### config.mk
export PLATFORM = sky130hd
export DESIGN_NAME = intel_hex_record_encoder_flat
export DESIGN_NICKNAME = d
export VERILOG_FILES = /design/src/design/ihex_enc_pkg.sv /design/src/design/ihex_enc_cmd_if.sv /design/src/design/ihex_enc_char_if.sv /design/src/design/intel_hex_record_encoder.sv /design/src/design/ihex_enc_buf.sv /design/src/flat_wrapper.sv
export SDC_FILE = /design/constraint.sdc
export NUM_CORES = 1
export LEC_CHECK = 0
export ABC_AREA = 1
export BUFFER_PORTS_ARGS = -buffer_cell sky130_fd_sc_hd__buf_2
export CAP_MARGIN = 20
export CORE_MARGIN = 2
export CORE_UTILIZATION = 35
export CTS_CLUSTER_DIAMETER = 30
export DETAILED_ROUTE_END_ITERATION = 8
export RECOVER_POWER = 100
export SLEW_MARGIN = 20
export SYNTH_ARGS = -nofsm -noshare
export SYNTH_HDL_FRONTEND = slang
export SYNTH_SLANG_ARGS = --single-unit
### constraint.sdc
create_clock -name clk -period 6.95 [get_ports clk]
set_clock_uncertainty 0.05 [all_clocks]
set_input_delay 0.3475 -clock clk [delete_from_list [all_inputs] [get_ports clk]]
set_output_delay 0.3475 -clock clk [all_outputs]
set_load 0.01 [all_outputs]
### src/design/ihex_enc_pkg.sv
// shared constants, command codes and hex digit helper for the hex record encoder
`default_nettype none

package ihex_enc_pkg;

	// default record length in data bytes
	localparam int RECORD_BYTES_DEF = 16;
	// most characters one command may produce
	localparam int OUT_LIMIT = 56;
	// width of the per-command character counter
	localparam int CNT_W = 6;

	localparam logic [7:0] CHAR_COLON   = 8'h3A;
	localparam logic [7:0] CHAR_NEWLINE = 8'h0A;
	localparam logic [7:0] CHAR_ZERO    = 8'h30;
	// 'A' minus ten
	localparam logic [7:0] CHAR_A_OFS   = 8'h37;
	localparam logic [7:0] TYPE_DATA    = 8'h00;
	localparam logic [7:0] TYPE_EOF     = 8'h01;

	typedef enum logic [1:0] {
		CMD_DATA = 2'd0,
		CMD_ADDR = 2'd1,
		CMD_END  = 2'd2
	} cmd_t;

	// uppercase hex digit for one nibble
	function automatic logic [7:0] hex_char(input logic [3:0] nib);
		logic [7:0] ext;
		ext = {4'h0, nib};
		if (nib < 4'd10) begin
			return CHAR_ZERO + ext;
		end else begin
			return CHAR_A_OFS + ext;
		end
	endfunction

endpackage

`default_nettype wire

### src/design/ihex_enc_cmd_if.sv
// command channel: one beat per data byte, address load or end of file
`default_nettype none

interface ihex_enc_cmd_if;
	logic        valid;
	logic        ready;
	logic [1:0]  cmd;
	logic [7:0]  data_byte;
	logic [15:0] load_address;

	modport source (output valid, output cmd, output data_byte, output load_address,
		input ready);
	modport sink (input valid, input cmd, input data_byte, input load_address,
		output ready);
endinterface

`default_nettype wire

### src/design/ihex_enc_char_if.sv
// character channel: one ascii character per beat
`default_nettype none

interface ihex_enc_char_if;
	logic       valid;
	logic       ready;
	logic [7:0] out_char;
	logic       last_char;

	modport source (output valid, output out_char, output last_char, input ready);
	modport sink (input valid, input out_char, input last_char, output ready);
endinterface

`default_nettype wire

### src/design/intel_hex_record_encoder.sv
// top level of the hex record encoder: command intake, record sequencer, output register
`default_nettype none

// Turns a stream of commands into hex record text, one ascii character per beat on
// char_ch. A data byte command (cmd 0) writes the byte into the record buffer; once
// RECORD_BYTES bytes are pending a data record goes out:
// ':' count addr_hi addr_lo "00" data... checksum '\n', all bytes as two uppercase
// hex digits, checksum the two's complement of the byte sum. An address command
// (cmd 1) first flushes pending bytes as a shorter record, then loads the address.
// An end command (cmd 2) flushes, then sends the end record ":00" addr "01" checksum
// '\n' at the advanced address. cmd 3 does nothing. The address advances by each
// record's byte count and wraps at 16 bits. last_char marks the final character of a
// command; a command never yields more than 56 characters, extra ones are dropped.
// A command that sends nothing leaves the sequencer idle. A command that sends text
// yields 12 + 2*n characters for a record of n bytes, paced by the single output
// character register and held while the receiver stalls. cmd_ch.ready is high only
// while the sequencer is idle; it returns at the same edge at which the final character
// enters the output register, unless characters were dropped, so the next command
// is taken while that character still waits to be read.
// The buffer is a synchronous memory; the sequencer fetches each data byte one
// character ahead of its first hex digit. Writes happen only at intake and reads
// only while a record is sent, so the two never touch the same entry at once.
module intel_hex_record_encoder #(
	parameter int RECORD_BYTES = ihex_enc_pkg::RECORD_BYTES_DEF
) (
	input  wire logic        clk,
	input  wire logic        arst_n,
	ihex_enc_cmd_if.sink     cmd_ch,
	ihex_enc_char_if.source  char_ch
);
	import ihex_enc_pkg::*;

	// buffer index width and byte count width
	localparam int AW = (RECORD_BYTES > 1) ? $clog2(RECORD_BYTES) : 1;
	localparam int CW = $clog2(RECORD_BYTES + 1);
	localparam logic [CW-1:0]    REC_FULL = CW'(RECORD_BYTES);
	localparam logic [CNT_W-1:0] CNT_LAST = CNT_W'(OUT_LIMIT - 1);

	typedef enum logic [2:0] {
		S_IDLE,
		S_COLON,
		S_HI,
		S_LO,
		S_NL
	} state_t;

	// which byte of the record is being sent
	typedef enum logic [2:0] {
		F_COUNT,
		F_AHI,
		F_ALO,
		F_TYPE,
		F_DATA,
		F_CSUM
	} field_t;

	state_t            state_q;
	field_t            field_q;
	logic [AW-1:0]     di_q;        // data byte index within the record
	logic [CW-1:0]     count_q;     // pending bytes in the buffer
	logic [CW-1:0]     rec_n_q;     // byte count of the record in flight
	logic              rec_eof_q;   // record in flight is the end record
	logic [15:0]       addr_q;
	logic [15:0]       addr_pend_q;
	logic              load_pend_q; // load addr_pend_q after the flush record
	logic              end_pend_q;  // send the end record after the flush record
	logic [7:0]        sum_q;
	logic [CNT_W-1:0]  cnt_q;       // characters produced for this command
	logic              drop_q;      // character limit reached, keep state moving only

	logic              ovalid_q;
	logic [7:0]        ochar_q;
	logic              olast_q;

	logic              cmd_fire;
	logic              adv;
	logic [7:0]        byte_d;
	logic [7:0]        char_d;
	logic              last_d;
	logic              last_data;
	logic              rd_en;
	logic [AW-1:0]     rd_addr;
	logic [7:0]        rd_data;

	assign cmd_ch.ready = (state_q == S_IDLE);
	assign cmd_fire     = cmd_ch.valid && cmd_ch.ready;

	// sequencer moves when the output register can take a character, or freely
	// once characters are being dropped
	assign adv = (state_q != S_IDLE) && (drop_q || !ovalid_q || char_ch.ready);

	assign last_data = ((CW'(di_q) + CW'(1)) == rec_n_q);

	// byte value of the current field
	always_comb begin
		case (field_q)
			F_COUNT: byte_d = 8'(rec_n_q);
			F_AHI:   byte_d = addr_q[15:8];
			F_ALO:   byte_d = addr_q[7:0];
			F_TYPE:  byte_d = rec_eof_q ? TYPE_EOF : TYPE_DATA;
			F_DATA:  byte_d = rd_data;
			F_CSUM:  byte_d = 8'(8'h00 - sum_q);
			default: byte_d = 8'h00;
		endcase
	end

	always_comb begin
		case (state_q)
			S_COLON: char_d = CHAR_COLON;
			S_HI:    char_d = hex_char(byte_d[7:4]);
			S_LO:    char_d = hex_char(byte_d[3:0]);
			S_NL:    char_d = CHAR_NEWLINE;
			default: char_d = CHAR_NEWLINE;
		endcase
	end

	// final newline of the command, or the last character the limit lets through
	assign last_d = ((state_q == S_NL) && !end_pend_q) || (cnt_q == CNT_LAST);

	// prefetch the next data byte while the low digit of the previous byte goes out
	assign rd_en   = adv && (state_q == S_LO);
	assign rd_addr = (field_q == F_TYPE) ? '0 : di_q + AW'(1);

	ihex_enc_buf #(
		.DEPTH (RECORD_BYTES),
		.AW    (AW)
	) u_buf (
		.clk     (clk),
		.wr_en   (cmd_fire && (cmd_ch.cmd == CMD_DATA)),
		.wr_addr (count_q[AW-1:0]),
		.wr_data (cmd_ch.data_byte),
		.rd_en   (rd_en),
		.rd_addr (rd_addr),
		.rd_data (rd_data)
	);

	always_ff @(posedge clk or negedge arst_n) begin
		if (!arst_n) begin
			state_q     <= S_IDLE;
			field_q     <= F_COUNT;
			di_q        <= '0;
			count_q     <= '0;
			rec_n_q     <= '0;
			rec_eof_q   <= 1'b0;
			addr_q      <= '0;
			load_pend_q <= 1'b0;
			end_pend_q  <= 1'b0;
			sum_q       <= '0;
			cnt_q       <= '0;
			drop_q      <= 1'b0;
			ovalid_q    <= 1'b0;
			olast_q     <= 1'b0;
		end else begin
			if (char_ch.ready) begin
				ovalid_q <= 1'b0;
			end
			case (state_q)
				S_IDLE: begin
					if (cmd_fire) begin
						cnt_q  <= '0;
						drop_q <= 1'b0;
						case (cmd_ch.cmd)
							CMD_DATA: begin
								if ((count_q + CW'(1)) == REC_FULL) begin
									// buffer full: send it
									rec_n_q   <= REC_FULL;
									rec_eof_q <= 1'b0;
									state_q   <= S_COLON;
								end else begin
									count_q <= count_q + CW'(1);
								end
							end
							CMD_ADDR: begin
								if (count_q != '0) begin
									rec_n_q     <= count_q;
									rec_eof_q   <= 1'b0;
									addr_pend_q <= cmd_ch.load_address;
									load_pend_q <= 1'b1;
									state_q     <= S_COLON;
								end else begin
									addr_q <= cmd_ch.load_address;
								end
							end
							CMD_END: begin
								if (count_q != '0) begin
									rec_n_q    <= count_q;
									rec_eof_q  <= 1'b0;
									end_pend_q <= 1'b1;
								end else begin
									rec_n_q   <= '0;
									rec_eof_q <= 1'b1;
								end
								state_q <= S_COLON;
							end
							default: begin
							end
						endcase
					end
				end
				default: begin
					if (adv) begin
						if (!drop_q) begin
							ovalid_q <= 1'b1;
							ochar_q  <= char_d;
							olast_q  <= last_d;
						end
						cnt_q <= cnt_q + CNT_W'(1);
						if (cnt_q == CNT_LAST) begin
							drop_q <= 1'b1;
						end
						case (state_q)
							S_COLON: begin
								field_q <= F_COUNT;
								sum_q   <= '0;
								state_q <= S_HI;
							end
							S_HI: begin
								state_q <= S_LO;
							end
							S_LO: begin
								sum_q   <= sum_q + byte_d;
								state_q <= S_HI;
								case (field_q)
									F_COUNT: field_q <= F_AHI;
									F_AHI:   field_q <= F_ALO;
									F_ALO:   field_q <= F_TYPE;
									F_TYPE: begin
										di_q    <= '0;
										field_q <= (rec_n_q == '0) ? F_CSUM : F_DATA;
									end
									F_DATA: begin
										if (last_data) begin
											field_q <= F_CSUM;
										end else begin
											di_q <= di_q + AW'(1);
										end
									end
									F_CSUM:  state_q <= S_NL;
									default: field_q <= F_COUNT;
								endcase
							end
							S_NL: begin
								count_q <= '0;
								if (end_pend_q) begin
									// flush done, end record follows at the advanced address
									addr_q     <= addr_q + 16'(rec_n_q);
									end_pend_q <= 1'b0;
									rec_n_q    <= '0;
									rec_eof_q  <= 1'b1;
									state_q    <= S_COLON;
								end else begin
									state_q <= S_IDLE;
									if (load_pend_q) begin
										addr_q      <= addr_pend_q;
										load_pend_q <= 1'b0;
									end else begin
										addr_q <= addr_q + 16'(rec_n_q);
									end
								end
							end
							default: state_q <= S_IDLE;
						endcase
					end
				end
			endcase
		end
	end

	assign char_ch.valid     = ovalid_q;
	assign char_ch.out_char  = ochar_q;
	assign char_ch.last_char = olast_q;
endmodule

`default_nettype wire

### src/design/ihex_enc_buf.sv
// record byte buffer: one write port, one registered read port
`default_nettype none

module ihex_enc_buf #(
	parameter int DEPTH = 16,
	parameter int AW    = 4
) (
	input  wire logic          clk,
	input  wire logic          wr_en,
	input  wire logic [AW-1:0] wr_addr,
	input  wire logic [7:0]    wr_data,
	input  wire logic          rd_en,
	input  wire logic [AW-1:0] rd_addr,
	output logic [7:0]         rd_data
);
	logic [7:0] mem [DEPTH];

	always_ff @(posedge clk) begin
		if (wr_en) begin
			mem[wr_addr] <= wr_data;
		end
	end

	// read data holds while the sequencer is stalled
	always_ff @(posedge clk) begin
		if (rd_en) begin
			rd_data <= mem[rd_addr];
		end
	end
endmodule

`default_nettype wire

### src/flat_wrapper.sv
// flat-port wrapper written by rule: the top's interface ports become plain ports
module intel_hex_record_encoder_flat import ihex_enc_pkg::*;
#(
	parameter int RECORD_BYTES = ihex_enc_pkg::RECORD_BYTES_DEF
)
  (clk, arst_n, cmd_ch_valid, cmd_ch_cmd, cmd_ch_data_byte, cmd_ch_load_address, cmd_ch_ready, char_ch_valid, char_ch_out_char, char_ch_last_char, char_ch_ready);
  ihex_enc_cmd_if cmd_ch_i ();
  ihex_enc_char_if char_ch_i ();
  input  wire logic clk;
  input  wire logic arst_n;
  input wire logic [$bits(cmd_ch_i.valid)-1:0] cmd_ch_valid;
  input wire logic [$bits(cmd_ch_i.cmd)-1:0] cmd_ch_cmd;
  input wire logic [$bits(cmd_ch_i.data_byte)-1:0] cmd_ch_data_byte;
  input wire logic [$bits(cmd_ch_i.load_address)-1:0] cmd_ch_load_address;
  output wire logic [$bits(cmd_ch_i.ready)-1:0] cmd_ch_ready;
  output wire logic [$bits(char_ch_i.valid)-1:0] char_ch_valid;
  output wire logic [$bits(char_ch_i.out_char)-1:0] char_ch_out_char;
  output wire logic [$bits(char_ch_i.last_char)-1:0] char_ch_last_char;
  input wire logic [$bits(char_ch_i.ready)-1:0] char_ch_ready;
  assign cmd_ch_i.valid = cmd_ch_valid;
  assign cmd_ch_i.cmd = cmd_ch_cmd;
  assign cmd_ch_i.data_byte = cmd_ch_data_byte;
  assign cmd_ch_i.load_address = cmd_ch_load_address;
  assign cmd_ch_ready = cmd_ch_i.ready;
  assign char_ch_valid = char_ch_i.valid;
  assign char_ch_out_char = char_ch_i.out_char;
  assign char_ch_last_char = char_ch_i.last_char;
  assign char_ch_i.ready = char_ch_ready;
  intel_hex_record_encoder #(.RECORD_BYTES(RECORD_BYTES)) u_core (.clk(clk), .arst_n(arst_n), .cmd_ch(cmd_ch_i), .char_ch(char_ch_i));
endmodule
* Word level (Yosys, flattened, before mapping)
Memories as Yosys holds them, arrays and structs flattened. A register that Yosys moved wholly into a read port is not among the register bits. Index checks and enable logic that the tools add are counted.
Operators by class: add/subtract/negate cells 11, multiply operators 0, divide/modulo/power cells 0, $lt $le $gt $ge 2, equality and inequality tests 28, shift-type cells 0, mux-type cells 79, bitwise logic cells 2, reductions and logical operators 36
Operator list (number):
- 16-bit 2-to-1 mux | 8
- 5-bit 2-to-1 mux | 14
- 8-bit one-hot mux with 6 select lines | 1
- 5-bit AND reduction | 7
- 1-bit 2-to-1 mux | 33
- 6-bit by 4-bit adder with 7-bit output (first input constant) | 4
- 8-bit one-hot mux with 3 select lines | 1
- 3-bit 2-to-1 mux | 7
- 6-bit 2-to-1 mux | 3
- 2-bit inequality test (second input constant) | 9
- 3-bit one-hot mux with 6 select lines | 1
- 16-bit by 5-bit adder with 16-bit output | 1
- 8-bit 2-to-1 mux | 2
- 8-bit one-hot mux with 2 select lines | 1
- 5-bit one-hot mux with 3 select lines | 1
- 3-bit by 2-bit equality test with 1-bit output (second input constant) | 4
- 3-bit one-hot mux with 4 select lines | 1
- 2-bit nonzero test | 6
- 3-bit equality test (second input constant) | 3
- 3-bit one-hot mux with 3 select lines | 1
- 3-bit AND reduction | 3
- 8-bit adder | 1
- 4-bit less-than comparator (second input constant) | 2
- 4-bit 2-to-1 mux | 2
- other kinds (31) | 42
Storage, ports and cells: register bits after elaboration 80, latch bits 0, memory bits (writable) 128, ROM bits 0, bits of input ports 30, output and inout bits 11, word-level logic and storage cells 175, memories kept 1
Memory list:
- u_core.u_buf.mem | depth 16, width 8, read ports 1, clocked after memory_dff 1, write ports 1, RTL line ihex_enc_buf.sv:16 | logic [7:0] mem [DEPTH];

* Depth between registers and ports, before layout
word-level depth 6, gate-level depth with buffers 19, mapped depth without buffers 17

* Cells and area by module
A second synthesis with hierarchy kept.
Unflattened totals: cell total of the unflattened synthesis 1304, area, all modules 11213.3 um^2
Modules (own cells, without submodules):
- ihex_enc_buf | instances 1, cells an instance 551, area each 5846.9 um^2, sequential area each 4083.9 um^2
- intel_hex_record_encoder | instances 1, cells an instance 753, area each 5366.4 um^2, sequential area each 2092.0 um^2

* Worst setup path before layout
OpenSTA, ideal clock, no wires.
path kind reg2reg, start reg u_core.state_q[1], end reg u_core.addr_pend_q[0], enable pin, setup time 0.430 ns, arrival 2.542 ns, path slack 3.927 ns, cell stages (with the launch flop) 7, path buffers 1, cell sequence dfrtp_1 nor2_4 nand2_2 buf_6 nor2_8 inv_1 nor4_1
Between the ends: word-level cells in the longest chain between the ends 3
RTL lines:
- from (decl) | RTL line intel_hex_record_encoder.sv:57 | state_t state_q;
- from (signal assigned) | RTL line intel_hex_record_encoder.sv:139 | state_q <= S_IDLE;
- from (signal assigned) | RTL line intel_hex_record_encoder.sv:168 | state_q <= S_COLON;
- from (signal assigned) | RTL line intel_hex_record_encoder.sv:179 | state_q <= S_COLON;
- 3-bit zero test (*) | RTL line intel_hex_record_encoder.sv:85, intel_hex_record_encoder.sv:157
- 1-bit logical AND | RTL line intel_hex_record_encoder.sv:86 | assign cmd_fire = cmd_ch.valid && cmd_ch.ready;
- 5-bit AND reduction (no source line) (*)
- to (signal assigned) | RTL line intel_hex_record_encoder.sv:177 | addr_pend_q <= cmd_ch.load_address;
- to (decl) | RTL line intel_hex_record_encoder.sv:64 | logic [15:0] addr_pend_q;
Every way passes the cells marked *; elsewhere a longest branch is shown, timed or not. A chain may end at the register's enable or synchronous reset.

* Worst setup path after layout
start in arst_n, end reg u_core.addr_pend_q[5], enable pin
Between the ends: word-level cells in the longest chain between the ends 1
RTL lines:
- from (decl) | RTL line flat_wrapper.sv:10 | input wire logic arst_n;
- 5-bit AND reduction (no source line)
No other way between the ends.

==> results.toml <==
[outcome]
status = "complete, but fails checks"
violations = "capacitance limit, slew limit"

[clock_tree]
cts_resized = 0
post-cts-setup-buffer-count = 0
hold_buffers = 17
cts_tree = "built"
htree_num_levels = 2
cts_root_buffer = "clkbuf_16"
cts_made_buffers = 41
clock_latency_ns = 0.54
clkSlewWorstSetupHoldPaths_ns = 0.04
clock-sinks = 215
clockBufferDepth = 3

[hold_path]
holdCritPathClass = "in2reg"
min_path_cells = 4

[yosys]
avgSynthCellArea_um2 = 9.17
syn_inst = 1190
async_flop_share_pct = 26.0
yosysTopAreaCellShare_pct = 43.8
synth-main-ff-cell = "edfxtp_1"
seq_area_frac_synth_pct = 56.6
synthTopCellsByArea = "edfxtp_1 (44%), dfrtp_1 (13%), nand2_1 (11%)"
synth_top_area_cell = "edfxtp_1"
synth_commonest_cells = "nand2_1 (307), edfxtp_1 (159), nor2_1 (126)"
synth.most_common_cell = "nand2_1"
netlist_area_mm2 = 0.0109
yosys_register_bits = 215
ys_warn_count = 0
syn_nets = 1246
synth_cell_types = 49
synth_edf_count = 159

[floorplanning]
rows = 64
die_width_um = 181
die_h_um = 181
dieArea_mm2 = 0.0326
start_util_pct = 35.6
ioPinCount = 41
coreArea_mm2 = 0.0307

[sta]
slew_headroom_pct = -127
min_period_ns = 4.34
drv_slew = 58
fin_crit_sh_pct = 62.5
tns_ns = 0
rsz0062_at_grt = "false"
setup_viol = 0
worstMarginPinSlew_ns = 3.40
finalHoldViolCount = 0
max_freq_mhz = 230

[final_layout]
post-route-util_pct = 42.4
antenna_cells = 0
num-nets-final = 1312
syn_to_final_growth_pct = 19.2
postLayoutCellArea_mm2 = 0.0130
drive_gt1_share_pct = 8.53

[critical_path]
cp_max_fo = 57
crit_cells = 6
cp_slowest_stage_delay_ns = 2.37
critical_path.top_delay_family = "buffers and inverters"
path_cells = "dlygate4sd3_1 -> buf_2 -> clkbuf_1 -> inv_1 -> nor4_1 -> buf_4"
crit_slowest_cell = "clkbuf_1"
cp.arrival_ns = 4.49
startpoint_type = "input pin"
reg2reg_depth = 7
cp.required_ns = 7.10
crit_type = "in2reg"
worstSetupEndpointType = "flip-flop"
cp_num_buf_inv = 5

[global_route]
grt_pass1_vias = 8386
gr-total-overflow = 0
antenna_found_initial = 0
grt_max_degree = 69
grt_usage_pct = 17.8
grt_pass1_wl_mm = 46.2

[routing]
ant_nets = 0
first_iter_violations = 872
dr_total_vias = 8673
drt_wl_total_mm = 29.2
drc = 0
via_per_inst = 5.15
drtPass1Iterations = 8
avgRoutedWirePerCell_um = 17.3

[pwr]
p_per_area_mw_per_mm2 = 414
ir_drop_mv = 0.257
total_power_mw = 5.39
p_leak_nw = 5.36

[run]
max_cap_violations = 1

[placed_design]
dp_hpwl_mm = 19.4
detailed_place.area_mm2 = 0.0114
io_buffers = 39
gp_congestion = 0.904
-- per-stage QoR --
stage	cells	hold WS, ns	setup slack (ns)
floorplan	1190	0.00191	3.93
global placement	1592	0.425	3.48
detailed placement	1592	0.425	3.45
CTS	1685	0.188	3.41
global route	1685	0.232	1.92
finish	1685	0.219	2.61
-- layout by cell type (no fill, tap or decap), types with 8 or more instances in the layout --
master         Yosys  routed
dlygate4sd3_1      0      17
a21oi_1           40      40
nor2_1           126     130
nand4_1           17      17
dfrtp_1           56      56
nor3_1             9      10
ha_1              24      24
clkbuf_16          0      42
nand3_1          120     120
o221ai_1          19      19
inv_1            108     112
o211ai_1          12      12
bufinv_16          0       9
clkinv_2           0       8
edfxtp_1         159     159
o21ai_0           74      81
nand2_1          307     308
clkbuf_1          14      35
-- final cells by class --
class / instances / area, um2
Clock buffer: 47 / 1090
Clock inverter: 29 / 420
Fill cell: 3005 / 17700
Inverter: 115 / 432
Multi-Input combinational cell: 822 / 4030
Sequential cell: 215 / 6180
Tap cell: 396 / 495
Timing Repair Buffer: 61 / 360
-- power by group --
group | internal [mW] | leakage, nW | switching (mW) | total, mW
clock | 1.47 | 0.729 | 0.696 | 2.16
combinational | 0.471 | 2.48 | 1.01 | 1.49
sequential | 1.55 | 2.15 | 0.192 | 1.74
total | 3.49 | 5.36 | 1.90 | 5.39
-- sequential cells by signal, indices dropped and copies added, names as in the netlist --
signal,cells
u_core.addr_pend_q,16
u_core.addr_q,16
u_core.char_ch.last_char,1
u_core.char_ch.out_char,7
u_core.char_ch.valid,1
u_core.cnt_q,6
u_core.count_q,5
u_core.di_q,4
u_core.drop_q,1
u_core.end_pend_q,1
u_core.field_q,3
u_core.load_pend_q,1
u_core.rec_eof_q,1
u_core.rec_n_q,5
u_core.state_q,3
u_core.sum_q,8
u_core.u_buf.mem,128
u_core.u_buf.rd_data,8
-- final timing paths --
path | start | endpoint | slack, ns
worst min register to register | u_core.load_pend_q$_DFFE_PN0P_ | u_core.load_pend_q$_DFFE_PN0P_ | 0.44
worst max-delay path | arst_n | u_core.addr_pend_q[5]$_DFFE_PP_ | 2.61
worst min-delay path | cmd_ch_valid | u_core.drop_q$_DFFE_PN0P_ | 0.22
worst max register to register | u_core.state_q[1]$_DFFE_PN0P_ | u_core.u_buf.mem[8][5]$_DFFE_PP_ | 2.97
min in group asynchronous | arst_n | u_core.addr_q[7]$_DFFE_PN0P_ | 1.55
max in group asynchronous | arst_n | u_core.count_q[3]$_DFFE_PN0P_ | 3.37
-- layer usage --
layer | vias up | global-route usage (%) | share of wire (%)
li1 | 4210 | - | -
met1 | 4130 | 24.0 | 45
met2 | 281 | 28.6 | 47
met3 | 52 | 3.80 | 5.7
met4 | 0 | 6.23 | 2.5
met5 | - | 0 | 0
-- worst reg2reg max path: cells and delay by family (launching register included) --
family                 cells  cell delay, ns
buffers and inverters      1            0.15
DFF                        1            0.43
and+or+nand+nor            6            2.99
-- logic make-up after synthesis --
kind of cell / count (synthesis) / synth area share [%]
AND/OR/NAND/NOR: 614 / 24.2
multiplexers: 1 / 0.103
XOR/XNOR: 6 / 0.482
other: 1 / 0.0344
flip-flops: 215 / 56.6
buffers and inverters: 153 / 5.93
adder cells (fa/ha/maj): 26 / 3.12
AO/OA/AOI/OAI: 174 / 9.52
Note: power is estimated with default switching activity, not from simulation.
